[config.mk]
export PLATFORM = sky130hd
export DESIGN_NAME = lds_cell
export DESIGN_NICKNAME = d
export VERILOG_FILES = /design/src/hdl/lds_pkg.sv /design/src/hdl/lds_cell.sv
export SDC_FILE = /design/constraint.sdc
export NUM_CORES = 2
export LEC_CHECK = 0
export BUFFER_PORTS_ARGS = -buffer_cell sky130_fd_sc_hd__buf_2
export CAP_MARGIN = 20
export CORE_MARGIN = 5
export CORE_UTILIZATION = 43
export CTS_BUF_LIST = sky130_fd_sc_hd__clkbuf_4
export DETAILED_ROUTE_END_ITERATION = 12
export SKIP_LAST_GASP = 1
export SLEW_MARGIN = 20
export SYNTH_ARGS = -nofsm -noshare
export SYNTH_HDL_FRONTEND = slang
export SYNTH_SLANG_ARGS = --single-unit
[constraint.sdc]
create_clock -name clock -period 21 [get_ports clock]
set_input_delay 2.1 -clock clock [delete_from_list [all_inputs] [get_ports clock]]
set_output_delay 2.1 -clock clock [all_outputs]
set_load 0.02 [all_outputs]
[src/hdl/lds_pkg.sv]
// Shared types and constants for the level to display scale converter.
package lds_pkg;

   localparam int FRAC_BITS  = 16;
   // numerator of the linear modes: (|sample| * k) << FRAC_BITS plus half the divisor
   localparam int PROD_W     = 40;
   localparam int NR_W       = PROD_W + FRAC_BITS;
   localparam int DIV_STEPS  = 32;
   // dB product and its rounded magnitude
   localparam int P_W        = 62;
   localparam int LOG_W      = 63 - (54 - FRAC_BITS);
   localparam logic [32:0] DB_PER_LOG2_Q30 = 33'd6464569932;
   // three front stages, one stage per step, three back stages
   localparam int LATENCY    = 3 + DIV_STEPS + 3;

   typedef enum logic [3:0] {
      MODE_PERCENT = 4'd0,
      MODE_NEGATE  = 4'd1,
      MODE_DB      = 4'd2,
      MODE_DB40    = 4'd3,
      MODE_DIV318  = 4'd4,
      MODE_MOD     = 4'd5,
      MODE_HALF    = 4'd6,
      MODE_DIRECT  = 4'd7,
      MODE_FLOOR   = 4'd8
   } mode_type;

   typedef enum logic [1:0] {
      KIND_LIN,
      KIND_DB,
      KIND_MOD40
   } kind_type;

   typedef enum logic [2:0] {
      FIX_NONE,
      FIX_ZERO,
      FIX_INV,
      FIX_M180,
      FIX_P40
   } fix_type;

   typedef struct packed {
      logic        valid;
      kind_type    kind;
      fix_type     fix;
      logic        neg;
      logic        ovf;
      logic        q_top;
      logic [30:0] divisor;
      logic [30:0] rem;
      logic [31:0] qsh;
      logic [4:0]  n_a;
      logic [4:0]  n_b;
      logic [31:0] m_a;
      logic [31:0] m_b;
      logic [31:0] f_a;
      logic [31:0] f_b;
   } step_type;

endpackage

[src/hdl/lds_cell.sv]
// One link of the chain: a quotient bit and a log2 fraction bit for each argument.
module lds_cell (
   input  logic              clock,
   input  logic              reset,
   input  lds_pkg::step_type step_in,
   output lds_pkg::step_type step_out
);

   logic [31:0]       t;
   logic              q;
   logic [63:0]       sq_a;
   logic [63:0]       sq_b;
   logic [32:0]       h_a;
   logic [32:0]       h_b;
   lds_pkg::step_type nxt;
   lds_pkg::step_type step_ff;

   always_comb begin
      nxt  = step_in;
      // restoring division: bring down the next numerator bit
      t    = {step_in.rem, step_in.qsh[31]};
      q    = t >= {1'b0, step_in.divisor};
      nxt.rem = q ? 31'(t - {1'b0, step_in.divisor}) : t[30:0];
      nxt.qsh = {step_in.qsh[30:0], q};
      // squaring: a carry into bit 32 is the next fraction bit
      sq_a = step_in.m_a * step_in.m_a;
      sq_b = step_in.m_b * step_in.m_b;
      h_a  = sq_a[63:31];
      h_b  = sq_b[63:31];
      nxt.m_a = h_a[32] ? h_a[32:1] : h_a[31:0];
      nxt.m_b = h_b[32] ? h_b[32:1] : h_b[31:0];
      nxt.f_a = {step_in.f_a[30:0], h_a[32]};
      nxt.f_b = {step_in.f_b[30:0], h_b[32]};
   end

   always_ff @(posedge clock) begin
      if (reset) begin
         step_ff.valid <= 1'b0;
      end else begin
         step_ff.valid <= nxt.valid;
      end
      step_ff.kind    <= nxt.kind;
      step_ff.fix     <= nxt.fix;
      step_ff.neg     <= nxt.neg;
      step_ff.ovf     <= nxt.ovf;
      step_ff.q_top   <= nxt.q_top;
      step_ff.divisor <= nxt.divisor;
      step_ff.rem     <= nxt.rem;
      step_ff.qsh     <= nxt.qsh;
      step_ff.n_a     <= nxt.n_a;
      step_ff.n_b     <= nxt.n_b;
      step_ff.m_a     <= nxt.m_a;
      step_ff.m_b     <= nxt.m_b;
      step_ff.f_a     <= nxt.f_a;
      step_ff.f_b     <= nxt.f_b;
   end

   assign step_out = step_ff;

endmodule

## After elaboration in Yosys (flattened, before gate mapping)

Cells that the tools add are included.

| storage, ports and cells | value |
|---|---|
| register bits | 241 |
| output and inout bits | 241 |

| operators by class | value |
|---|---|
| add/sub/neg operators | 1 |
| multiply operators | 2 |
| $lt $le $gt $ge | 1 |
| muxes and demuxes | 3 |

Operators by type and width:

| kind | count |
|---|---|
| multiplier 32 x 32 -> 64 bit | 2 |
| 2-to-1 mux 31 bit | 3 |
| >= comparator 32 x 31 -> 1 bit | 1 |
| subtractor 31 bit | 1 |

## Depth between registers and ports, before layout

| depth | value |
|---|---|
| depth after elaboration | 2 |
| mapped depth | 32 |
| mapped depth without buffers | 29 |

## Least setup slack after synthesis

Ideal clock, no wire load.

| timing path | value |
|---|---|
| kind | input -> register |
| start | input step_in[122] (netlist name) |
| end | register step_ff (netlist bit step_out[102]) |
| setup time | 0.121 ns |
| arrival | 9.659 ns |
| required time | 20.879 ns |
| setup slack | 11.220 ns |
| stages | 29 |
| buffers on the path | 4 |
| path through | clkbuf_1 > clkbuf_1 > nand2_1 > fa_1 > inv_1 > fa_1 > fa_1 > inv_1 > fa_1 > inv_1 > fa_1 > fa_1 > fa_1 > inv_1 > fa_1 > inv_1 > ha_1 > clkbuf_1 > nand4_1 > nor2_1 > a221oi_2 > o21ai_1 > a22oi_2 > o41ai_2 > a41o_1 > a221o_2 > o211ai_4 > buf_6 > mux2_2 |

RTL lines:

| element | line | RTL |
|---|---|---|
| start, declared | lds_cell.sv:5 | `input lds_pkg::step_type step_in,` |
| end, declared | lds_cell.sv:16 | `lds_pkg::step_type step_ff;` |

==> impl_metrics.yaml <==
finish:
  largest_reg_flops: 241
  multiInputGateArea_um2: 51780
  drive_above_1_share: 0.09585
  fin_nets: 9592
  final-seq-area_um2: 4825
  fillers: 14355
  area_delta_synth_final_pct: 7.833
  fin_util: 0.4674
synth:
  synth_area_um2: 65080
  yosys.area.top_type: "fa_1"
  synth_seq_cells: 241
  synth.top_cell.area_share: 0.4870
  async_flop_share: 0
  syn_inst: 6807
  syn_area_per_cell_um2: 9.561
  synthTopCellsByCount: "inv_1, fa_1, ha_1"
  synth_fp_nets: 9256
  ys_seq_area_frac: 0.07414
  synth_ff_type: "dfxtp_1"
  yosysMostFrequentCell: "inv_1"
  synth_edf_count: 0
  yosysUniqueCellTypes: 71
  synth.area.top_cells: "fa_1, ha_1, inv_1"
  ys_warn_count: 0
sta:
  finalSetupTns_ns: 0
  tightest_slew_ns: 1.040
  max_freq_mhz: 93.25
  drv_slew: 0
  finalSetupViolCount: 0
  hold_viol_final: 0
  slew-limit-headroom: 0.3063
  rsz0062_at_grt: "false"
  post-route-period-util: 0.5107
  worst_slack_ns: 10.28
  finalCriticalPeriod_ns: 10.72
worst_setup_path:
  endpoint_kind: "flip-flop"
  critical_path_arrival_ns: 11.45
  critPathRequiredTime_ns: 21.73
  critPathKind: "input port to flip-flop"
  cp_slowest_cell: "buf_2"
  critPathLaunchType: "input port"
  path_max_fanout: 43
  max_stage_delay_ns: 0.72
  cpMostUsedCell: "fa_1"
routing:
  dr.pass1.iters: 7
  wl_per_cell_um: 18.15
  finalWirelength_um: 167200
  num_vias: 45063
  viasPerCell: 4.892
  ant_nets: 0
  drc: 0
  drtIter0Drc: 2144
clock_network:
  ctsResizeCount: 0
  cts_htree_levels: 2
  cts_tree: "yes"
  cts_made_buffers: 60
  clock-sinks: 241
  clkSlewWorstSetupHoldPaths_ns: 0.07
  clockRootBuffer: "clkbuf_4"
  hold_buffers: 0
  cts_setup_buffers: 0
  clk_path_buf_depth: 3
grt:
  grt_pass1_wl_um: 275100
  antenna_found_initial: 12
  overflow: 0
  grt_max_degree: 61
  grt_pass1_vias: 51715
  grt_util_all_layers: 0.2185
floorplanning:
  fp.dieH_um: 399.0
  ios: 484
  die-area_um2: 159200
  coreArea_um2: 150100
  rows: 142
  start_util: 0.4335
  die_w_um: 399.0
place:
  globalplace.congestion: 0.8883
  dpl_worst_slack_ns: 9.159
  io_buffers: 481
  dp_hpwl_um: 132300
outcome:
  status: "complete, no violations"
job:
  cap_violations: 0
hold_path:
  hp-class: "input port to flip-flop"
[through the flow]
step | cells | hold slack, ns | area (um2)
finish | 9212 | 1.351 | 70180
global route | 9208 | 1.247 | 70170
global placement | 9096 | 2.202 | 69380
detailed placement | 9096 | 2.204 | 69380
floorplan | 6807 | 2.128 | 65080
CTS | 9203 | 1.249 | 70130
[cell type report]
cell class	count	area share
Multi-Input combinational cell	4315	0.7378
Inverter	1996	0.1068
Sequential cell	241	0.06875
Timing Repair Buffer	529	0.03972
Tap cell	2016	0.03594
Clock buffer	77	0.008237
Clock inverter	30	0.002496
Antenna cell	8	0.0002853
[cells by family (layout without fill, tap and decap cells)]
logic type,after synthesis,in the layout,synth area share
buf+inv,2251,2632,0.1303
fa+ha+maj,2206,2206,0.6067
simple gates,1364,1364,0.1028
compound gates,511,511,0.05253
flops,241,241,0.07414
xor+xnor,179,179,0.02438
mux,55,55,0.009152
other cells,0,8,0
[critical path, delay by kind of cell]
family | cells | cell delay (ns)
AO/OA/AOI/OAI | 9 | 2.57
adder cells (fa/ha/maj) | 9 | 4.30
AND/OR/NAND/NOR | 1 | 0.24
buffers and inverters | 7 | 1.80
multiplexers | 1 | 0.40
[worst paths after layout]
kind / start / end / depth (start not counted)
worst min-delay path: step_in[30] / step_out[31] / 1
worst max-delay path: step_in[111] / step_out[97] / 27
[layout by cell type (no fill, tap or decap), types with 40 or more instances in the layout]
master	n
inv_1	1995
fa_1	1583
ha_1	623
nand2_1	606
buf_2	481
and2_1	467
dfxtp_1	241
a21oi_1	138
nor2_1	116
o21ai_0	95
a21o_1	91
xnor2_1	89
xor2_1	89
clkbuf_4	77
buf_4	47
nand4_1	40
[metal layers]
metal / global-route usage / up-vias / share of wire
met5: 0 / - / 0
met4: 0.05414 / 0 / 0.028
met3: 0.03350 / 281 / 0.057
met2: 0.3925 / 1179 / 0.51
met1: 0.2767 / 22994 / 0.40
li1: - / 20609 / -
Power is left out: the tool's default activity adds up to more than one toggle a clock period on the data nets, which glitch-free logic cannot reach.
