**src/hdl/lds_pkg.sv**
```systemverilog
// Shared types and constants for the level to display scale converter.
package lds_pkg;

   localparam int FRAC_BITS  = 16;
   // numerator of the linear modes: (|sample| * k) << FRAC_BITS plus half the divisor
   localparam int PROD_W     = 40;
   localparam int NR_W       = PROD_W + FRAC_BITS;
   localparam int DIV_STEPS  = 32;
   // dB product and its rounded magnitude
   localparam int P_W        = 62;
   localparam int LOG_W      = 63 - (54 - FRAC_BITS);
   localparam logic [32:0] DB_PER_LOG2_Q30 = 33'd6464569932;
   // three front stages, one stage per step, three back stages
   localparam int LATENCY    = 3 + DIV_STEPS + 3;

   typedef enum logic [3:0] {
      MODE_PERCENT = 4'd0,
      MODE_NEGATE  = 4'd1,
      MODE_DB      = 4'd2,
      MODE_DB40    = 4'd3,
      MODE_DIV318  = 4'd4,
      MODE_MOD     = 4'd5,
      MODE_HALF    = 4'd6,
      MODE_DIRECT  = 4'd7,
      MODE_FLOOR   = 4'd8
   } mode_type;

   typedef enum logic [1:0] {
      KIND_LIN,
      KIND_DB,
      KIND_MOD40
   } kind_type;

   typedef enum logic [2:0] {
      FIX_NONE,
      FIX_ZERO,
      FIX_INV,
      FIX_M180,
      FIX_P40
   } fix_type;

   typedef struct packed {
      logic        valid;
      kind_type    kind;
      fix_type     fix;
      logic        neg;
      logic        ovf;
      logic        q_top;
      logic [30:0] divisor;
      logic [30:0] rem;
      logic [31:0] qsh;
      logic [4:0]  n_a;
      logic [4:0]  n_b;
      logic [31:0] m_a;
      logic [31:0] m_b;
      logic [31:0] f_a;
      logic [31:0] f_b;
   } step_type;

endpackage

```
**src/hdl/lds_back.sv**
```systemverilog
// Log difference, dB scaling, clamping and saturation to the output registers.
module lds_back (
   input  logic              clock,
   input  logic              reset,
   input  lds_pkg::step_type step_in,
   output logic              rsp_valid,
   output logic [31:0]       rsp_display_value,
   output logic              rsp_invalid,
   output logic              rsp_saturated
);

   localparam logic [32:0] ONE = 33'(1) << lds_pkg::FRAC_BITS;

   // stage D: difference of the two logarithms
   logic [36:0]       la;
   logic [36:0]       lb;
   logic              dneg;
   logic [36:0]       d;

   always_comb begin
      la   = {step_in.n_a, step_in.f_a};
      lb   = {step_in.n_b, step_in.f_b};
      dneg = la < lb;
      d    = dneg ? lb - la : la - lb;
   end

   logic              d_valid_ff;
   logic              e_valid_ff;
   lds_pkg::kind_type d_kind_ff,  e_kind_ff;
   lds_pkg::fix_type  d_fix_ff,   e_fix_ff;
   logic              d_neg_ff,   e_neg_ff;
   logic              d_ovf_ff,   e_ovf_ff;
   logic              d_dneg_ff,  e_dneg_ff;
   logic [32:0]       d_q_ff,     e_q_ff;
   logic [28:0]       d_dsh_ff;
   logic [lds_pkg::P_W-1:0] e_p_ff;

   always_ff @(posedge clock) begin
      if (reset) begin
         d_valid_ff <= 1'b0;
         e_valid_ff <= 1'b0;
      end else begin
         d_valid_ff <= step_in.valid;
         e_valid_ff <= d_valid_ff;
      end
      d_kind_ff <= step_in.kind;
      d_fix_ff  <= step_in.fix;
      d_neg_ff  <= step_in.neg;
      d_ovf_ff  <= step_in.ovf;
      d_dneg_ff <= dneg;
      d_q_ff    <= {step_in.q_top, step_in.qsh};
      d_dsh_ff  <= d[36:8];
      // stage E: scale by 20*log10(2)
      e_kind_ff <= d_kind_ff;
      e_fix_ff  <= d_fix_ff;
      e_neg_ff  <= d_neg_ff;
      e_ovf_ff  <= d_ovf_ff;
      e_dneg_ff <= d_dneg_ff;
      e_q_ff    <= d_q_ff;
      e_p_ff    <= lds_pkg::P_W'(d_dsh_ff) * lds_pkg::P_W'(lds_pkg::DB_PER_LOG2_Q30);
   end

   // stage F: rounding, mode limits, saturation
   logic [62:0]              pr;
   logic [lds_pkg::LOG_W-1:0] v;
   logic                     o_neg;
   logic [32:0]              o_mag;
   logic                     o_inv;
   logic                     o_sat;
   logic [32:0]              lim;
   logic [32:0]              signed_mag;

   always_comb begin
      pr    = 63'(e_p_ff) + (63'(1) << (53 - lds_pkg::FRAC_BITS));
      v     = lds_pkg::LOG_W'(pr >> (54 - lds_pkg::FRAC_BITS));
      o_neg = 1'b0;
      o_mag = 33'd0;
      o_inv = 1'b0;
      o_sat = 1'b0;
      case (e_fix_ff)
         lds_pkg::FIX_NONE: begin
            case (e_kind_ff)
               lds_pkg::KIND_DB: begin
                  o_neg = e_dneg_ff && (v != '0);
                  o_mag = 33'(v);
               end
               lds_pkg::KIND_MOD40: begin
                  if (e_dneg_ff || 33'(v) < ONE) o_mag = 33'd0;
                  else if (33'(v) > 33'd40 * ONE) o_mag = 33'd40 * ONE;
                  else o_mag = 33'(v);
               end
               default: begin
                  o_neg = e_neg_ff;
                  o_mag = e_q_ff;
                  o_sat = e_ovf_ff;
               end
            endcase
         end
         lds_pkg::FIX_INV: begin
            o_inv = 1'b1;
         end
         lds_pkg::FIX_M180: begin
            o_neg = 1'b1;
            o_mag = 33'd180 * ONE;
         end
         lds_pkg::FIX_P40: begin
            o_mag = 33'd40 * ONE;
         end
         default: begin
            o_mag = 33'd0;
         end
      endcase
      lim = o_neg ? 33'd2147483648 : 33'd2147483647;
      if (o_sat || o_mag > lim) begin
         o_mag = lim;
         o_sat = 1'b1;
      end
      signed_mag = o_neg ? 33'(-o_mag) : o_mag;
   end

   logic              out_valid_ff;
   logic [31:0]       value_ff;
   logic              inv_ff;
   logic              sat_ff;

   always_ff @(posedge clock) begin
      if (reset) begin
         out_valid_ff <= 1'b0;
      end else begin
         out_valid_ff <= e_valid_ff;
      end
      value_ff <= signed_mag[31:0];
      inv_ff   <= o_inv;
      sat_ff   <= o_sat;
   end

   assign rsp_valid         = out_valid_ff;
   assign rsp_display_value = value_ff;
   assign rsp_invalid       = inv_ff;
   assign rsp_saturated     = sat_ff;

endmodule

```
**config.mk**
```make
export PLATFORM = sky130hd
export DESIGN_NAME = lds_back
export DESIGN_NICKNAME = d
export VERILOG_FILES = /design/src/hdl/lds_pkg.sv /design/src/hdl/lds_back.sv
export SDC_FILE = /design/constraint.sdc
export NUM_CORES = 1
export LEC_CHECK = 0
export BUFFER_PORTS_ARGS = -buffer_cell sky130_fd_sc_hd__buf_2
export CAP_MARGIN = 0
export CELL_PAD_IN_SITES_DETAIL_PLACEMENT = 1
export CELL_PAD_IN_SITES_GLOBAL_PLACEMENT = 1
export CORE_ASPECT_RATIO = 0.9
export CORE_MARGIN = 3
export CORE_UTILIZATION = 46
export DETAILED_ROUTE_END_ITERATION = 6
export GPL_ROUTABILITY_DRIVEN = 0
export PLACE_DENSITY = 0.84
export SETUP_SLACK_MARGIN = 0.1
export SLEW_MARGIN = 20
export SYNTH_ARGS = -nofsm -noshare
export SYNTH_HDL_FRONTEND = slang
export SYNTH_SLANG_ARGS = --single-unit
export TNS_END_PERCENT = 30
```
**constraint.sdc**
```tcl
create_clock -name clock -period 9.6 [get_ports clock]
set_input_delay 0 -clock clock [delete_from_list [all_inputs] [get_ports clock]]
set_output_delay 0 -clock clock [all_outputs]
set_load 0.02 [all_outputs]
```
; ---- After elaboration in Yosys (flattened, before gate mapping)
; Index checks and enable logic that the tools add are counted.
[totals]
in_bits = 243
word_cells = 53
output_inout_bits = 35
regBits = 208
[classes]
n_lt_le_gt_ge = 4
n_reduce_logical = 6
n_mux = 13
add_sub_neg = 4
eq_ne = 5
n_mul = 1
[op_table]
columns = op, count
row1 = 33-bit one-hot mux with 3 select lines, 1
row2 = 32-bit two-way mux, 3
row3 = 37-bit subtractor, 2
row4 = 33-bit one-hot mux with 2 select lines, 1
row5 = 62-bit by 38-bit adder with 63-bit output (second input constant), 1
row6 = 29-bit by 31-bit multiplier with 60-bit output (second input constant), 1
row7 = 25-bit two-way mux, 2
row8 = 37-bit less-than comparator, 1
row9 = 37-bit two-way mux, 1
row10 = 33-bit by 32-bit > comparator with 1-bit output, 1
row11 = 32-bit negation, 1
row12 = 25-bit by 22-bit > comparator with 1-bit output (second input constant), 1
row13 = 25-bit by 17-bit less-than comparator with 1-bit output (second input constant), 1
row14 = 25-bit nonzero test, 1
row15 = 3-bit by 2-bit equality test with 1-bit output (second input constant), 2
row16 = 1-bit one-hot mux with 2 select lines, 2
row17 = 3-bit equality test (second input constant), 1
row18 = 3-bit logical NOT, 1
row19 = 1-bit two-way mux, 3
row20 = 2-bit by 1-bit equality test with 1-bit output (second input constant), 1
row21 = 2-bit equality test (second input constant), 1
row22 = 1-bit logical OR, 2
row23 = 2-bit OR reduction, 1
row24 = 1-bit logical AND, 1

; ---- Depth between registers and ports, before layout
[logic_depth]
depth_word = 11
mapped_depth = 34
depth_no_buf = 28

; ---- Worst setup path after synthesis
; No wires, ideal clock.
[synth_path]
path_type = register to register
from = register e_p_ff[37] in the netlist's numbering
to = register value_ff[28], in the netlist rsp_display_value[28]
t_required_ps = 9505
arrival_time_ps = 7543
setup_slack_ps = 1962
path_buffers = 8
stages_incl_launch_ff = 32
period_less_slack_ps = 7638
setup_time_ps = 95
path_cell_list = dfxtp_1 -> ha_1 -> nand4_1 -> or4_1 -> clkbuf_1 -> o21a_1 -> a311oi_1 -> nand4b_1 -> o311ai_1 -> nand2_1 -> clkbuf_1 -> clkbuf_1 -> ha_1 -> nand4_1 -> or4_1 -> o21a_1 -> o21ai_1 -> and2_1 -> clkbuf_1 -> clkbuf_1 -> clkbuf_1 -> a21oi_1 -> inv_1 -> ha_1 -> clkbuf_1 -> o311a_1 -> nand4b_1 -> a22o_1 -> or3_1 -> buf_2 -> o21a_1 -> o311ai_1
[synth_via]
elab_chain_cells = 11
word_cells_on_any_way = 18
classes_between = add/sub (2) / order compare (3) / mux (9) / reduce/logical (4)
[synth_rtl]
columns = item, line
row1 = start: declaration, lds_back.sv:36  ; logic [lds_pkg::P_W-1:0] e_p_ff;
row2 = start signal: assignment, lds_back.sv:60  ; e_p_ff <= lds_pkg::P_W'(d_dsh_ff) * lds_pkg::P_W'(lds_pkg::DB_PER_LOG2_Q30);
row3 = 62-bit by 38-bit adder with 63-bit output (*), lds_back.sv:74  ; pr = 63'(e_p_ff) + (63'(1) << (53 - lds_pkg::FRAC_BITS));
row4 = "25-bit by 22-bit > comparator with 1-bit output, or another cell as far along", lds_back.sv:89  ; else if (33'(v) > 33'd40 * ONE) o_mag = 33'd40 * ONE;
row5 = "25-bit two-way mux, or another cell as far along", lds_back.sv:89
row6 = 25-bit two-way mux / 1-bit one-hot mux with 2 select lines (equally long branches), "lds_back.sv:88, lds_back.sv:82"
row7 = 33-bit one-hot mux with 2 select lines / 1-bit one-hot mux with 2 select lines (equally long branches), "lds_back.sv:82, lds_back.sv:80"
row8 = 33-bit one-hot mux with 3 select lines / 32-bit two-way mux (equally long branches), "lds_back.sv:80, lds_back.sv:113"
row9 = 33-bit by 32-bit > comparator with 1-bit output, lds_back.sv:114  ; if (o_sat || o_mag > lim) begin
row10 = 1-bit logical OR, lds_back.sv:114
row11 = 32-bit two-way mux (*), lds_back.sv:114
row12 = via o_mag[0], lds_back.sv:67  ; logic [32:0] o_mag;
row13 = 32-bit negation (*), lds_back.sv:118  ; signed_mag = o_neg ? 33'(-o_mag) : o_mag;
row14 = 32-bit two-way mux (*), lds_back.sv:118
row15 = via signed_mag[28], lds_back.sv:71  ; logic [32:0] signed_mag;
row16 = end signal: assignment, lds_back.sv:132  ; value_ff <= signed_mag[31:0];
row17 = end: declaration, lds_back.sv:122  ; logic [31:0] value_ff;
; Mark *: on every way through the listed nets, which the timed path passes. The rest lies on a longest branch.
; A chain may end at the register's enable or synchronous reset.

; ---- Worst setup path in the final report
[layout_path]
from = register d_dsh_ff[27]
to = register e_p_ff[60] in the netlist's numbering
[layout_via]
elab_chain_cells = 1
[layout_rtl]
columns = item, line
row1 = start: declaration, lds_back.sv:35  ; logic [28:0] d_dsh_ff;
row2 = start signal: assignment, lds_back.sv:52  ; d_dsh_ff <= d[36:8];
row3 = 29-bit by 31-bit multiplier with 60-bit output, lds_back.sv:60
; No other way between the ends.

==> results.md <==
* Vias per cell at roughly 6
* Via count at 19,000
* Critical path peak fanout at 8
* Setup TNS at 0 ns
* Crit path from: d_dsh_ff[27]
* Final hold vios at 1
* Commonest non-fill, non-tap cell in the layout: ha_1
* Syn Area/Cell at about 9.3 sq um
* Endpoints failing setup at 0
* HP Class: in2reg
* Critical R2R Launch: d_dsh_ff[27]
* Post-Route Skew at 0.0144 ns
* Area leader, netlist: ha_1
* Startpoint Class: flop
* PostCTS Resize Cnt at 0
* # IOs at 278
* Post-CTS Setup Inserts at 0
* Detail Route Antenna Nets at 0
* Avg WL per Cell at between 20 and 30 microns
* Area grow syn2layout at 11.5%
* DPL Wire Length at 59.6 mm
* Final hold slack at -0.00701 ns
* Worst setup margin at between 0.4 and 0.5 ns
* Initial antenna violation count at 9
* Endpoint, Worst Hold: d_dsh_ff[27]
* Max Fclk at 109 MHz
* Syn_nets at about 3,200
* Reg2Reg Setup Slack at 0.41 ns
* Design Area, Final at between 0.02 and 0.025 sq mm
* Number of max-cap violations at 0
* H-tree depth at 4
* Grt ovf at 0
* Initial DRT Pass Iterations at 5
* EDFF count, synth at 0
* DRC at 0
* Root Driver: clkbuf_16
* CP required at ~10 ns
* Final period utilization at 0.958
* Slew headroom at 0.337
* Dpl ws at about 1.1 ns
* Post-Syn Area at about 0.021 sq mm
* Placed cell area at approximately 0.023 sq mm
* I/O Buffers at ~150
* Vias in the first global route at 21,200
* Outcome: complete, but fails checks
* Asr flop ratio synth at 0
* Cell Rows at 74
* Gr usage total at 0.325
* Netlist cell types at 86
* Die X at between 200 and 250 microns
* Most frequent cells in the layout: ha_1 (490), inv_1 (442), fa_1 (199)
* Post-synthesis instance total at 2,316
* Seq/Total Area, Yosys at 0.162
* Min Tclk post-route at between 9 and 10 ns
* Failing checks: negative hold slack
* Clock sink count at roughly 170
* Die area at 0.0492 sq mm
* Clock Latency Late Sink at around 0.48 ns
* Starting density of the core at 0.469
* Die H at 211 microns
* Total core area at 0.0457 sq mm
* Critical setup path kind: reg2reg
* Final nets at roughly 3,400
* CTS tree: built
* 1st-iter DRT viols at ~1,400
* RSZ-0062 raised after global routing: false
* Bufs on Longest Clock Path at 2
* Hold path depth at 3
* Layout cell share with drive strength beyond 1 at 0.0884
* Tightest Pin Transition at around 0.99 ns
* Pins over their slew limit at 0
* Crit end category: flop
* Synth warn at 0
* Cells on worst reg2reg path at 23
* Hold Crit Start: step_in[136]
* Commonest register cell after synthesis: dfxtp_1
* Drt total wl at about 80 mm
* Worst r2r dst: e_p_ff[60]
* Global-route wire length before repair at 122 mm
* Post-synth top area share at 0.286
* Number of CTS-inserted buffers at 17
* Largest net degree at the start of global routing at 44
* Clk slew on worst S/H paths at 0.08 ns
* Area contributors post-synth: ha_1 (29%), fa_1 (19%), dfxtp_1 (16%)
* Flops & latches, synth at 173
* Fillers at approximately 5,300
* Critical Path AT at between 9 and 10 ns
==> how the worst max path moves through the flow <==
stage	to	slack (ns)	cells after the start
after floorplan	rsp_display_value[28]	1.96	31
after global placement	e_p_ff[60]	1.43	25
after detailed placement	e_p_ff[60]	1.05	22
after CTS	e_p_ff[60]	0.93	22
after global routing	e_p_ff[60]	0.30	23
final	e_p_ff[60]	0.41	23
==> cell families (layout without fill, tap and decap cells) <==
family,Yosys count,in the layout,synth area share
and+or+nand+nor,381,381,0.0898
muxes,20,20,0.00963
other,0,6,0
buffers and inverters,497,682,0.0879
AOI/OAI and AO/OA,477,477,0.147
adders and majority gates,689,689,0.472
xor gates and xnor gates,79,79,0.0323
DFF,173,173,0.162
==> layer usage <==
layer / global-route usage / wire length (microns) / up-vias
met2: 0.565 / 39000 / 1007
met3: 0.0697 / 5670 / 404
met1: 0.357 / 29300 / 9378
li1: - / - / 8237
met5: 0 / 13 / -
met4: 0.215 / 6320 / 2
==> sequential cells by signal, summed over array words and instances, names as in the netlist <==
signal             count
rsp_saturated          1
rsp_invalid            1
e_p_ff                25
d_ovf_ff               1
d_q_ff                33
e_kind_ff              2
rsp_display_value     32
d_dsh_ff              29
e_ovf_ff               1
d_dneg_ff              1
e_valid_ff             1
rsp_valid              1
e_dneg_ff              1
d_neg_ff               1
d_valid_ff             1
d_kind_ff              2
e_fix_ff               3
e_neg_ff               1
d_fix_ff               3
e_q_ff                33
==> cells in the mapped netlist, drive strengths merged, types with 5 or more instances <==
master  instances
nand3          46
o21ai          94
a211oi         23
buf             7
or4             6
a21oi         136
ha            490
a22oi           7
fa            199
o21a           14
o41ai           5
o22ai           8
nor4           11
nand4          32
nand2         111
xor2           26
o31a            6
o21bai         25
mux2            5
nor2b          11
o311ai          8
o31ai           6
or3             8
a221o           5
a31oi          22
dfxtp         173
and2            9
inv           443
o211ai          9
and3           11
clkbuf         46
nor2           75
a311oi          7
mux2i          15
nand2b         13
a221oi          7
nand4b          5
nor3           27
a21o           50
xnor2          53
or2             7
==> metrics by stage <==
stage                      util  instances
after global routing      0.523       3114
after global placement    0.499       3031
after floorplan               -       2316
after detailed placement  0.499       3031
final                     0.523       3115
after CTS                 0.522       3109
==> repair_timing <==
item,4_1_cts,5_1_grt
setup endpoints to repair,0,0
hold endpoints to repair,47,0
hold buffers,46,0
==> final cells by class <==
| type | instances | area, sq um | share of cell area |
|---|---|---|---|
| Inverter | 444 | 1670 | 0.0697 |
| Sequential cell | 173 | 3460 | 0.145 |
| Tap cell | 608 | 761 | 0.0318 |
| Timing Repair Buffer | 206 | 1280 | 0.0537 |
| Antenna cell | 6 | 15.0 | 0.000628 |
| Clock buffer | 18 | 439 | 0.0184 |
| Multi-Input combinational cell | 1646 | 16100 | 0.673 |
| Clock inverter | 14 | 190 | 0.00795 |
==> critical path, cell delays in order, from the launching register on <==
cell      delay, ns
dfxtp_1        0.72
inv_1          0.11
ha_1           0.39
fa_1           0.51
fa_1           0.56
inv_1          0.08
fa_1           0.50
fa_1           0.48
fa_1           0.51
fa_1           0.63
fa_1           0.50
ha_1           0.38
nand2_1        0.07
o21ai_0        0.51
a21oi_1        0.17
o21ai_0        0.27
o211ai_1       0.29
o21bai_1       0.57
a211oi_1       0.24
o31ai_1        0.68
o41a_1         0.32
a21oi_1        0.16
o21bai_1       0.28
xor2_1         0.20
Power is not shown: default switching activity piles up to over one toggle a cycle in this logic, so the estimate is an artifact.
