File: src/hdl/lds_pkg.sv
// Shared types and constants for the level to display scale converter.
package lds_pkg;

   localparam int FRAC_BITS  = 16;
   // numerator of the linear modes: (|sample| * k) << FRAC_BITS plus half the divisor
   localparam int PROD_W     = 40;
   localparam int NR_W       = PROD_W + FRAC_BITS;
   localparam int DIV_STEPS  = 32;
   // dB product and its rounded magnitude
   localparam int P_W        = 62;
   localparam int LOG_W      = 63 - (54 - FRAC_BITS);
   localparam logic [32:0] DB_PER_LOG2_Q30 = 33'd6464569932;
   // three front stages, one stage per step, three back stages
   localparam int LATENCY    = 3 + DIV_STEPS + 3;

   typedef enum logic [3:0] {
      MODE_PERCENT = 4'd0,
      MODE_NEGATE  = 4'd1,
      MODE_DB      = 4'd2,
      MODE_DB40    = 4'd3,
      MODE_DIV318  = 4'd4,
      MODE_MOD     = 4'd5,
      MODE_HALF    = 4'd6,
      MODE_DIRECT  = 4'd7,
      MODE_FLOOR   = 4'd8
   } mode_type;

   typedef enum logic [1:0] {
      KIND_LIN,
      KIND_DB,
      KIND_MOD40
   } kind_type;

   typedef enum logic [2:0] {
      FIX_NONE,
      FIX_ZERO,
      FIX_INV,
      FIX_M180,
      FIX_P40
   } fix_type;

   typedef struct packed {
      logic        valid;
      kind_type    kind;
      fix_type     fix;
      logic        neg;
      logic        ovf;
      logic        q_top;
      logic [30:0] divisor;
      logic [30:0] rem;
      logic [31:0] qsh;
      logic [4:0]  n_a;
      logic [4:0]  n_b;
      logic [31:0] m_a;
      logic [31:0] m_b;
      logic [31:0] f_a;
      logic [31:0] f_b;
   } step_type;

endpackage

File: src/hdl/lds_front.sv
// Input register, mode decode and normalisation ahead of the step chain.
module lds_front (
   input  logic                  clock,
   input  logic                  reset,
   input  logic                  accept,
   input  logic [31:0]           sample,
   input  logic [3:0]            mode,
   input  logic [30:0]           full_scale,
   output lds_pkg::step_type     step_out
);

   function automatic logic [4:0] lead_one(input logic [31:0] x);
      logic [4:0] n;
      n = 5'd0;
      for (int i = 0; i < 32; i++) begin
         if (x[i]) n = 5'(i);
      end
      return n;
   endfunction

   // stage A: input register
   logic              a_valid_ff;
   logic [31:0]       a_sample_ff;
   logic [3:0]        a_mode_ff;
   logic [30:0]       a_fs_ff;

   always_ff @(posedge clock) begin
      if (reset) begin
         a_valid_ff <= 1'b0;
      end else begin
         a_valid_ff <= accept;
      end
      a_sample_ff <= sample;
      a_mode_ff   <= mode;
      a_fs_ff     <= (full_scale == 31'd0) ? 31'd1 : full_scale;
   end

   // stage B: magnitude, scale product, log arguments, special cases
   logic                  neg;
   logic [31:0]           mag;
   logic [7:0]            k;
   logic [30:0]           dv;
   logic                  lneg;
   lds_pkg::kind_type     kind;
   lds_pkg::fix_type      fix;
   logic [31:0]           x_a;
   logic [31:0]           x_b;
   logic                  floor_chk;
   logic signed [32:0]    s33;
   logic signed [32:0]    f33;

   always_comb begin
      neg       = a_sample_ff[31];
      mag       = neg ? 32'(-a_sample_ff) : a_sample_ff;
      floor_chk = (42'(mag) * 42'd1000) < 42'(a_fs_ff);
      s33       = $signed({a_sample_ff[31], a_sample_ff});
      f33       = $signed({2'b00, a_fs_ff});
      k         = 8'd1;
      dv        = a_fs_ff;
      lneg      = neg;
      kind      = lds_pkg::KIND_LIN;
      fix       = lds_pkg::FIX_NONE;
      x_a       = mag;
      x_b       = {1'b0, a_fs_ff};
      case (a_mode_ff)
         lds_pkg::MODE_PERCENT: begin
            k = 8'd100;
         end
         lds_pkg::MODE_NEGATE: begin
            dv   = 31'd1;
            lneg = !neg && (mag != 32'd0);
         end
         lds_pkg::MODE_DB: begin
            kind = lds_pkg::KIND_DB;
            if (neg) fix = lds_pkg::FIX_INV;
            else if (mag == 32'd0) fix = lds_pkg::FIX_M180;
         end
         lds_pkg::MODE_DB40: begin
            kind = lds_pkg::KIND_MOD40;
            x_a  = 32'(s33 + f33);
            x_b  = 32'(f33 - s33);
            if (s33 > f33 || s33 <= -f33) fix = lds_pkg::FIX_INV;
            else if (s33 == f33) fix = lds_pkg::FIX_P40;
         end
         lds_pkg::MODE_DIV318: begin
            dv = 31'd318;
         end
         lds_pkg::MODE_MOD: begin
            dv = 31'd340;
         end
         lds_pkg::MODE_HALF: begin
            k = 8'd200;
         end
         lds_pkg::MODE_DIRECT: begin
            dv = 31'd1;
         end
         default: begin
            lneg = 1'b0;
            if (neg || floor_chk) fix = lds_pkg::FIX_ZERO;
         end
      endcase
   end

   logic                          b_valid_ff;
   lds_pkg::kind_type             b_kind_ff;
   lds_pkg::fix_type              b_fix_ff;
   logic                          b_neg_ff;
   logic [lds_pkg::PROD_W-1:0]    b_prod_ff;
   logic [30:0]                   b_div_ff;
   logic [31:0]                   b_xa_ff;
   logic [31:0]                   b_xb_ff;

   always_ff @(posedge clock) begin
      if (reset) begin
         b_valid_ff <= 1'b0;
      end else begin
         b_valid_ff <= a_valid_ff;
      end
      b_kind_ff <= kind;
      b_fix_ff  <= fix;
      b_neg_ff  <= lneg;
      b_prod_ff <= lds_pkg::PROD_W'(mag) * lds_pkg::PROD_W'(k);
      b_div_ff  <= dv;
      b_xa_ff   <= x_a;
      b_xb_ff   <= x_b;
   end

   // stage C: overflow check, top quotient bit, log normalisation
   localparam int TOP_W = lds_pkg::NR_W - 33;
   logic [lds_pkg::NR_W-1:0] nr;
   logic [TOP_W-1:0]         top;
   logic [31:0]              t;
   logic                     q_top;
   logic [4:0]               n_a;
   logic [4:0]               n_b;
   lds_pkg::step_type        c_in;
   lds_pkg::step_type        c_ff;

   always_comb begin
      nr    = {b_prod_ff, {lds_pkg::FRAC_BITS{1'b0}}}
              + lds_pkg::NR_W'(b_div_ff >> 1);
      top   = nr[lds_pkg::NR_W-1:33];
      t     = {{(31 - TOP_W){1'b0}}, top, nr[32]};
      q_top = t >= {1'b0, b_div_ff};
      n_a   = lead_one(b_xa_ff);
      n_b   = lead_one(b_xb_ff);
      c_in.valid   = b_valid_ff;
      c_in.kind    = b_kind_ff;
      c_in.fix     = b_fix_ff;
      c_in.neg     = b_neg_ff;
      c_in.ovf     = 32'(top) >= {1'b0, b_div_ff};
      c_in.q_top   = q_top;
      c_in.divisor = b_div_ff;
      c_in.rem     = q_top ? 31'(t - {1'b0, b_div_ff}) : t[30:0];
      c_in.qsh     = nr[31:0];
      c_in.n_a     = n_a;
      c_in.n_b     = n_b;
      c_in.m_a     = b_xa_ff << (5'd31 - n_a);
      c_in.m_b     = b_xb_ff << (5'd31 - n_b);
      c_in.f_a     = 32'd0;
      c_in.f_b     = 32'd0;
   end

   always_ff @(posedge clock) begin
      if (reset) begin
         c_ff.valid <= 1'b0;
      end else begin
         c_ff.valid <= c_in.valid;
      end
      c_ff.kind    <= c_in.kind;
      c_ff.fix     <= c_in.fix;
      c_ff.neg     <= c_in.neg;
      c_ff.ovf     <= c_in.ovf;
      c_ff.q_top   <= c_in.q_top;
      c_ff.divisor <= c_in.divisor;
      c_ff.rem     <= c_in.rem;
      c_ff.qsh     <= c_in.qsh;
      c_ff.n_a     <= c_in.n_a;
      c_ff.n_b     <= c_in.n_b;
      c_ff.m_a     <= c_in.m_a;
      c_ff.m_b     <= c_in.m_b;
      c_ff.f_a     <= c_in.f_a;
      c_ff.f_b     <= c_in.f_b;
   end

   assign step_out = c_ff;

endmodule

File: config.mk
export PLATFORM = sky130hd
export DESIGN_NAME = lds_front
export DESIGN_NICKNAME = d
export VERILOG_FILES = /design/src/hdl/lds_pkg.sv /design/src/hdl/lds_front.sv
export SDC_FILE = /design/constraint.sdc
export NUM_CORES = 2
export LEC_CHECK = 0
export BUFFER_PORTS_ARGS = -buffer_cell sky130_fd_sc_hd__buf_4
export CELL_PAD_IN_SITES_DETAIL_PLACEMENT = 0
export CELL_PAD_IN_SITES_GLOBAL_PLACEMENT = 1
export CORE_UTILIZATION = 50
export DETAILED_ROUTE_END_ITERATION = 7
export PLACE_DENSITY = 0.83
export SYNTH_ARGS = -nofsm -noshare
export SYNTH_HDL_FRONTEND = slang
export SYNTH_SLANG_ARGS = --single-unit
File: constraint.sdc
create_clock -name clock -period 13.5 [get_ports clock]
set_input_delay 2.7 -clock clock [delete_from_list [all_inputs] [get_ports clock]]
set_output_delay 2.7 -clock clock [all_outputs]
set_load 0.005 [all_outputs]
== After elaboration in Yosys (flattened, before gate mapping) ==
Index checks and enable logic that the tools add are counted.

* Register bits after elaboration: 387
* Input port bits: 70
* Output and inout bits: 241
* Word-level logic and storage cells: 139

* Add/sub/neg operators: 8
* Multipliers: 2
* Magnitude comparators: 5
* Equality and inequality tests: 8
* Shift-type cells: 2
* Muxes and demuxes: 76
* Reductions and logical operators: 11

{| class="wikitable"
|+ Operator list
! cell !! count
|-
| 2-to-1 mux 5 bit || 60
|-
| one-hot mux 31 bit (3 select lines) || 1
|-
| 2-to-1 mux 32 bit || 2
|-
| << shifter 32 x 5 -> 32 bit || 2
|-
| adder 56 x 30 -> 56 bit || 1
|-
| < comparator 42 x 31 -> 1 bit || 1
|-
| multiplier 32 x 8 -> 40 bit || 1
|-
| multiplier 32 x 7 -> 39 bit (second input constant) || 1
|-
| <= comparator 32 x 33 -> 1 bit || 1
|-
| negation 31 -> 33 bit || 1
|-
| adder 32 bit || 1
|-
| equality test 32 bit || 1
|-
| greater-than comparator 32 bit || 1
|-
| zero test 32 bit || 1
|-
| negation 32 bit || 1
|-
| nonzero test 32 bit || 1
|-
| subtractor 32 bit || 1
|-
| greater-or-equal comparator 23 x 31 -> 1 bit || 1
|-
| greater-or-equal comparator 24 x 31 -> 1 bit || 1
|-
| zero test 31 bit || 1
|-
| 2-to-1 mux 31 bit || 1
|-
| subtractor 24 x 31 -> 31 bit || 1
|-
| 2-to-1 mux 24 bit || 1
|-
| equality test 4 x 3 -> 1 bit (second input constant) || 4
|-
| 17 further kinds || 24
|}

== Logic depth before layout (Yosys ltp) ==
* Word-level depth: 33
* Mapped depth: 37
* Mapped depth without buffers: 36

== Worst setup path before layout ==
OpenSTA, ideal clock, no wires.

* Path kind: register to register
* Start: register a_sample_ff[31]
* End: register b_fix_ff[0]
* Setup time: 0.062 ns
* Arrival time: 7.732 ns
* Required time: 13.438 ns
* Path slack: 5.706 ns
* Stages on the path, launching flop included: 34
* Buffers on the path: 4
* Period minus slack after synthesis: 7.794 ns
* Cells stage by stage: dfxtp_1 clkbuf_1 clkbuf_1 clkbuf_1 clkbuf_1 mux2i_1 inv_1 ha_1 xor2_1 fa_1 fa_1 fa_1 inv_1 ha_1 nor3_1 nor2_1 a211o_1 and2_1 a311oi_2 o21bai_1 a21o_1 a21o_1 a21oi_1 xnor2_1 ha_1 and4_1 a221oi_1 and4b_1 nand4_1 a31oi_1 nand3_1 nor4_1 nand4_1 nand3_1

* Longest elaborated chain between the ends: 7
* Elaborated cells on any way between the ends: 14
* Those cells by class: add/sub: 1; mul: 1; order compare: 3; mux: 6; reduce/logical: 3

{| class="wikitable"
|+ RTL lines
! item !! RTL line !! source
|-
| start: declaration || lds_front.sv:23 || <nowiki>logic [31:0] a_sample_ff;</nowiki>
|-
| start signal: assignment || lds_front.sv:33 || <nowiki>a_sample_ff <= sample;</nowiki>
|-
| negation 32 bit || lds_front.sv:54 || <nowiki>mag = neg ? 32'(-a_sample_ff) : a_sample_ff;</nowiki>
|-
| 2-to-1 mux 32 bit || lds_front.sv:54 ||
|-
| multiplier 32 x 7 -> 39 bit || lds_front.sv:55 || <nowiki>floor_chk = (42'(mag) * 42'd1000) < 42'(a_fs_ff);</nowiki>
|-
| < comparator 42 x 31 -> 1 bit || lds_front.sv:55 ||
|-
| logical OR 1 bit || lds_front.sv:99 || <nowiki>if (neg || floor_chk) fix = lds_pkg::FIX_ZERO;</nowiki>
|-
| 2-to-1 mux 1 bit || lds_front.sv:99 ||
|-
| one-hot mux 3 bit (3 select lines) * || lds_front.sv:65 || <nowiki>case (a_mode_ff)</nowiki>
|-
| via fix[0] || lds_front.sv:45 || <nowiki>lds_pkg::fix_type fix;</nowiki>
|-
| end signal: assignment || lds_front.sv:120 || <nowiki>b_fix_ff <= fix;</nowiki>
|-
| end: declaration || lds_front.sv:106 || <nowiki>lds_pkg::fix_type b_fix_ff;</nowiki>
|}

The timed path passes the listed nets; every way through them passes the cells marked *.
A chain may end at the register's enable or synchronous reset.

== Worst setup path after layout ==
* Start: register a_sample_ff[0]
* End: register b_fix_ff[0]

The elaborated chain is that of the path after synthesis.

==> flow_metrics.py <==
metrics = {
    "run_status": {
        "status": "completed",
    },
    "yosys": {
        "synthSimpleGateAreaFrac_pct": 14.18,
        "synth-edff-count": 0,
        "ys_types": 118,
        "synth_xor_area_share_pct": 6.299,
        "synth.area.mux_share_pct": 4.465,
        "yosysWarnings": 0,
        "yosysTopAreaCellShare_pct": 22.31,
        "ys_top_cells_by_count": "ha_1 (383), dfxtp_1 (371), inv_1 (345), nor2_1 (339), fa_1 (219)",
        "synth.area.top_cells": "dfxtp_1 (22%), ha_1 (14%), fa_1 (13%)",
        "async_flop_share_pct": 0,
        "yosysTopAreaCell": "dfxtp_1",
        "synth_compound_area_share_pct": 17.19,
        "synth_ff_type": "dfxtp_1",
        "synthAdderAreaFrac_pct": 27.77,
        "syn_avg_cell_area_um2": 8.923,
        "yosys_register_bits": 371,
        "syn-cell-area_um2": 33290,
        "synth_top_family_by_area": "adder cells",
        "synth.most_common_cell": "ha_1",
        "syn_inst": 3731,
        "synth_seq_area_share_pct": 22.31,
    },
    "global_routing": {
        "grt_antenna_before_repair": 6,
        "overflow": 0,
        "grtUsageTotal_pct": 28.82,
        "grt_pass1_vias": 26110,
        "grt_max_degree": 68,
        "grt_pass1_wl_um": 152000,
    },
    "placement": {
        "io_buffer_count": 246,
        "dp_hpwl_um": 80390,
        "gp_congestion": 0.9577,
        "placed_cells": 4719,
    },
    "clock_network": {
        "cts_sinks": 371,
        "post_cts_buffers": 0,
        "numCtsBuffers": 41,
        "cts_tree": "done",
        "root_buffer": "clkbuf_16",
        "ctsHoldBuffers": 0,
        "path_clk_slew_ns": 0.07,
        "clock_latency_ns": 0.58,
        "clk_path_buf_depth": 3,
        "cts_resized": 0,
        "h-tree-depth": 2,
    },
    "setup_path": {
        "rr_startpoint": "a_sample_ff[0]",
        "critPathSlowestCell": "xnor2_1",
        "critPathMaxFanout": 10,
        "max_stage_delay_ns": 0.78,
        "startpoint": "a_sample_ff[0]",
        "start_kind": "flop",
        "cp_data_required_time_ns": 14.01,
        "arrival_ns": 9.32,
        "crit_path_end_kind": "flop",
        "cp_common_cell": "ha_1",
        "crit_type": "reg -> reg",
    },
    "power": {
        "seq_power_share_pct": 19.0,
        "leakage_nw": 17.95,
        "power_frac_clock_pct": 15.2,
        "power.density_nw_per_um2": 201.8,
        "combPwrFrac_pct": 65.8,
        "p_int_w": 0.004127,
        "p_sw_w": 0.003333,
        "ir_worst_vdd_uv": 177.5,
        "swShare_pct": 44.67,
    },
    "floorplanning": {
        "row_count": 94,
        "pin_count": 311,
        "fp.dieH_um": 260.0,
        "die_w_um": 260.0,
        "core_area_um2": 65860,
        "start_util_pct": 50.55,
        "die_area_um2": 67620,
    },
    "route": {
        "drt-initial-drc-count": 2290,
        "vias": 27460,
        "wirelength_um": 98010,
        "drcViolationCount": 0,
        "wl_per_cell_um": 20.44,
        "firstDrtPassIters": 8,
        "postRouteAntennaNets": 0,
        "vias_per_cell": 5.727,
    },
    "timing": {
        "holdWs_ns": 0.3223,
        "fmax_mhz": 113.5,
        "finalWorstPathRequiredPeriod_ns": 8.809,
        "maxSlewViolCount": 0,
        "period_share_pct": 65.25,
        "skew_ns": 0.04580,
        "rsz0062_at_grt": "no",
        "setup_viol": 0,
        "worst_pin_slew_ns": 1.075,
        "hold_viol_final": 0,
        "relSlewSlack_pct": 27.64,
        "setup_tns_ns": 0,
    },
    "cells_and_area": {
        "instances_no_fill": 4794,
        "layout-drive-gt1-share_pct": 12.12,
        "fin_nets": 4570,
        "area_growth_pct": 11.04,
    },
    "job": {
        "cap_violations": 0,
    },
    "hold_path": {
        "hold_class": "reg -> reg",
        "min-delay-start": "b_kind_ff[1]",
    },
}
## routing by layer
layer  vias to the layer above  share of wire, %  global-route usage, %
li1                      13190                 -                      -
met1                     13220                47                  43.20
met5                         -             0.013                      0
met4                         2               1.8                  6.095
met2                       936                44                  43.68
met3                       104               7.3                  3.860
## state kept, by name (all words and copies together) (netlist names)
name	flops
step_out	161
b_prod_ff	40
a_sample_ff	32
b_xa_ff	32
b_xb_ff	32
a_fs_ff	31
b_div_ff	31
a_mode_ff	4
b_fix_ff	3
b_kind_ff	2
a_valid_ff	1
b_neg_ff	1
b_valid_ff	1
## worst max-delay path: cells and delay by family (launching register included)
kind / cells / cell delay [ns]
adders and majority gates: 7 / 2.78
AOI/OAI and AO/OA: 12 / 2.58
and+or+nand+nor: 9 / 1.50
xor gates and xnor gates: 2 / 0.93
DFF: 1 / 0.61
buffers and inverters: 2 / 0.32
## stage by stage
stage	cell area [µm²]	worst slack [ns]	total power (W)	utilization, %
detailed placement	35580	4.801	0.006258	54.03
CTS	36960	4.738	0.007441	56.12
floorplan	33530	5.706	0.005040	-
global placement	35580	5.019	0.006250	54.03
global route	36970	4.025	0.008174	56.13
finish	36970	4.691	0.007460	56.13
## worst paths after layout
kind	to	slack, ns	cells past startpoint
min reg2reg	step_out[239]	0.32	0
min	step_out[239]	0.32	0
max reg2reg	b_fix_ff[0]	4.69	32
max	b_fix_ff[0]	4.69	32
## power by group through the flow
stage	Clock [W]	Combinational [W]	Sequential, W
2_1_floorplan	0	0.00363	0.00141
3_3_place_gp	0	0.00481	0.00144
3_5_place_dp	0	0.00482	0.00144
4_1_cts	0.00116	0.00487	0.00142
5_1_grt	0.00121	0.00553	0.00144
6_report	0.00114	0.00491	0.00142
## cell usage in the layout, fill, tap and decap left out, drive strengths merged, types with 25 or more instances in the layout
cell    count
clkbuf     50
o21bai     30
mux2i     114
xor2       47
nor3       80
and2       45
nor4       41
and3       38
dfxtp     371
nor2b      43
a211oi     38
nand3      77
o21ai     136
conb       64
or2        25
a21oi     216
a21o       95
xnor2     189
inv       351
a31oi      31
o31ai      33
o21a       46
nand2     153
buf       295
ha        383
mux2       30
nor2      341
nand4      43
fa        219
## logic make-up after synthesis
| logic type | after synthesis |
|---|---|
| flops | 371 |
| other cells | 1 |
| xor+xnor | 237 |
| buf+inv | 582 |
| mux | 144 |
| fa+ha+maj | 609 |
| simple gates | 963 |
| compound gates | 824 |
## final cells by class
type / count / area, µm²
diodes: 2 / 5.005
clock buffers: 50 / 1121
clock inverters: 23 / 257.7
fillers: 6117 / 28900
inverters: 348 / 1311
multi-input cells: 2841 / 23550
flip-flops and latches: 371 / 7427
well taps: 864 / 1081
repair buffers: 295 / 2215
Power figures use the tool's default switching activity.
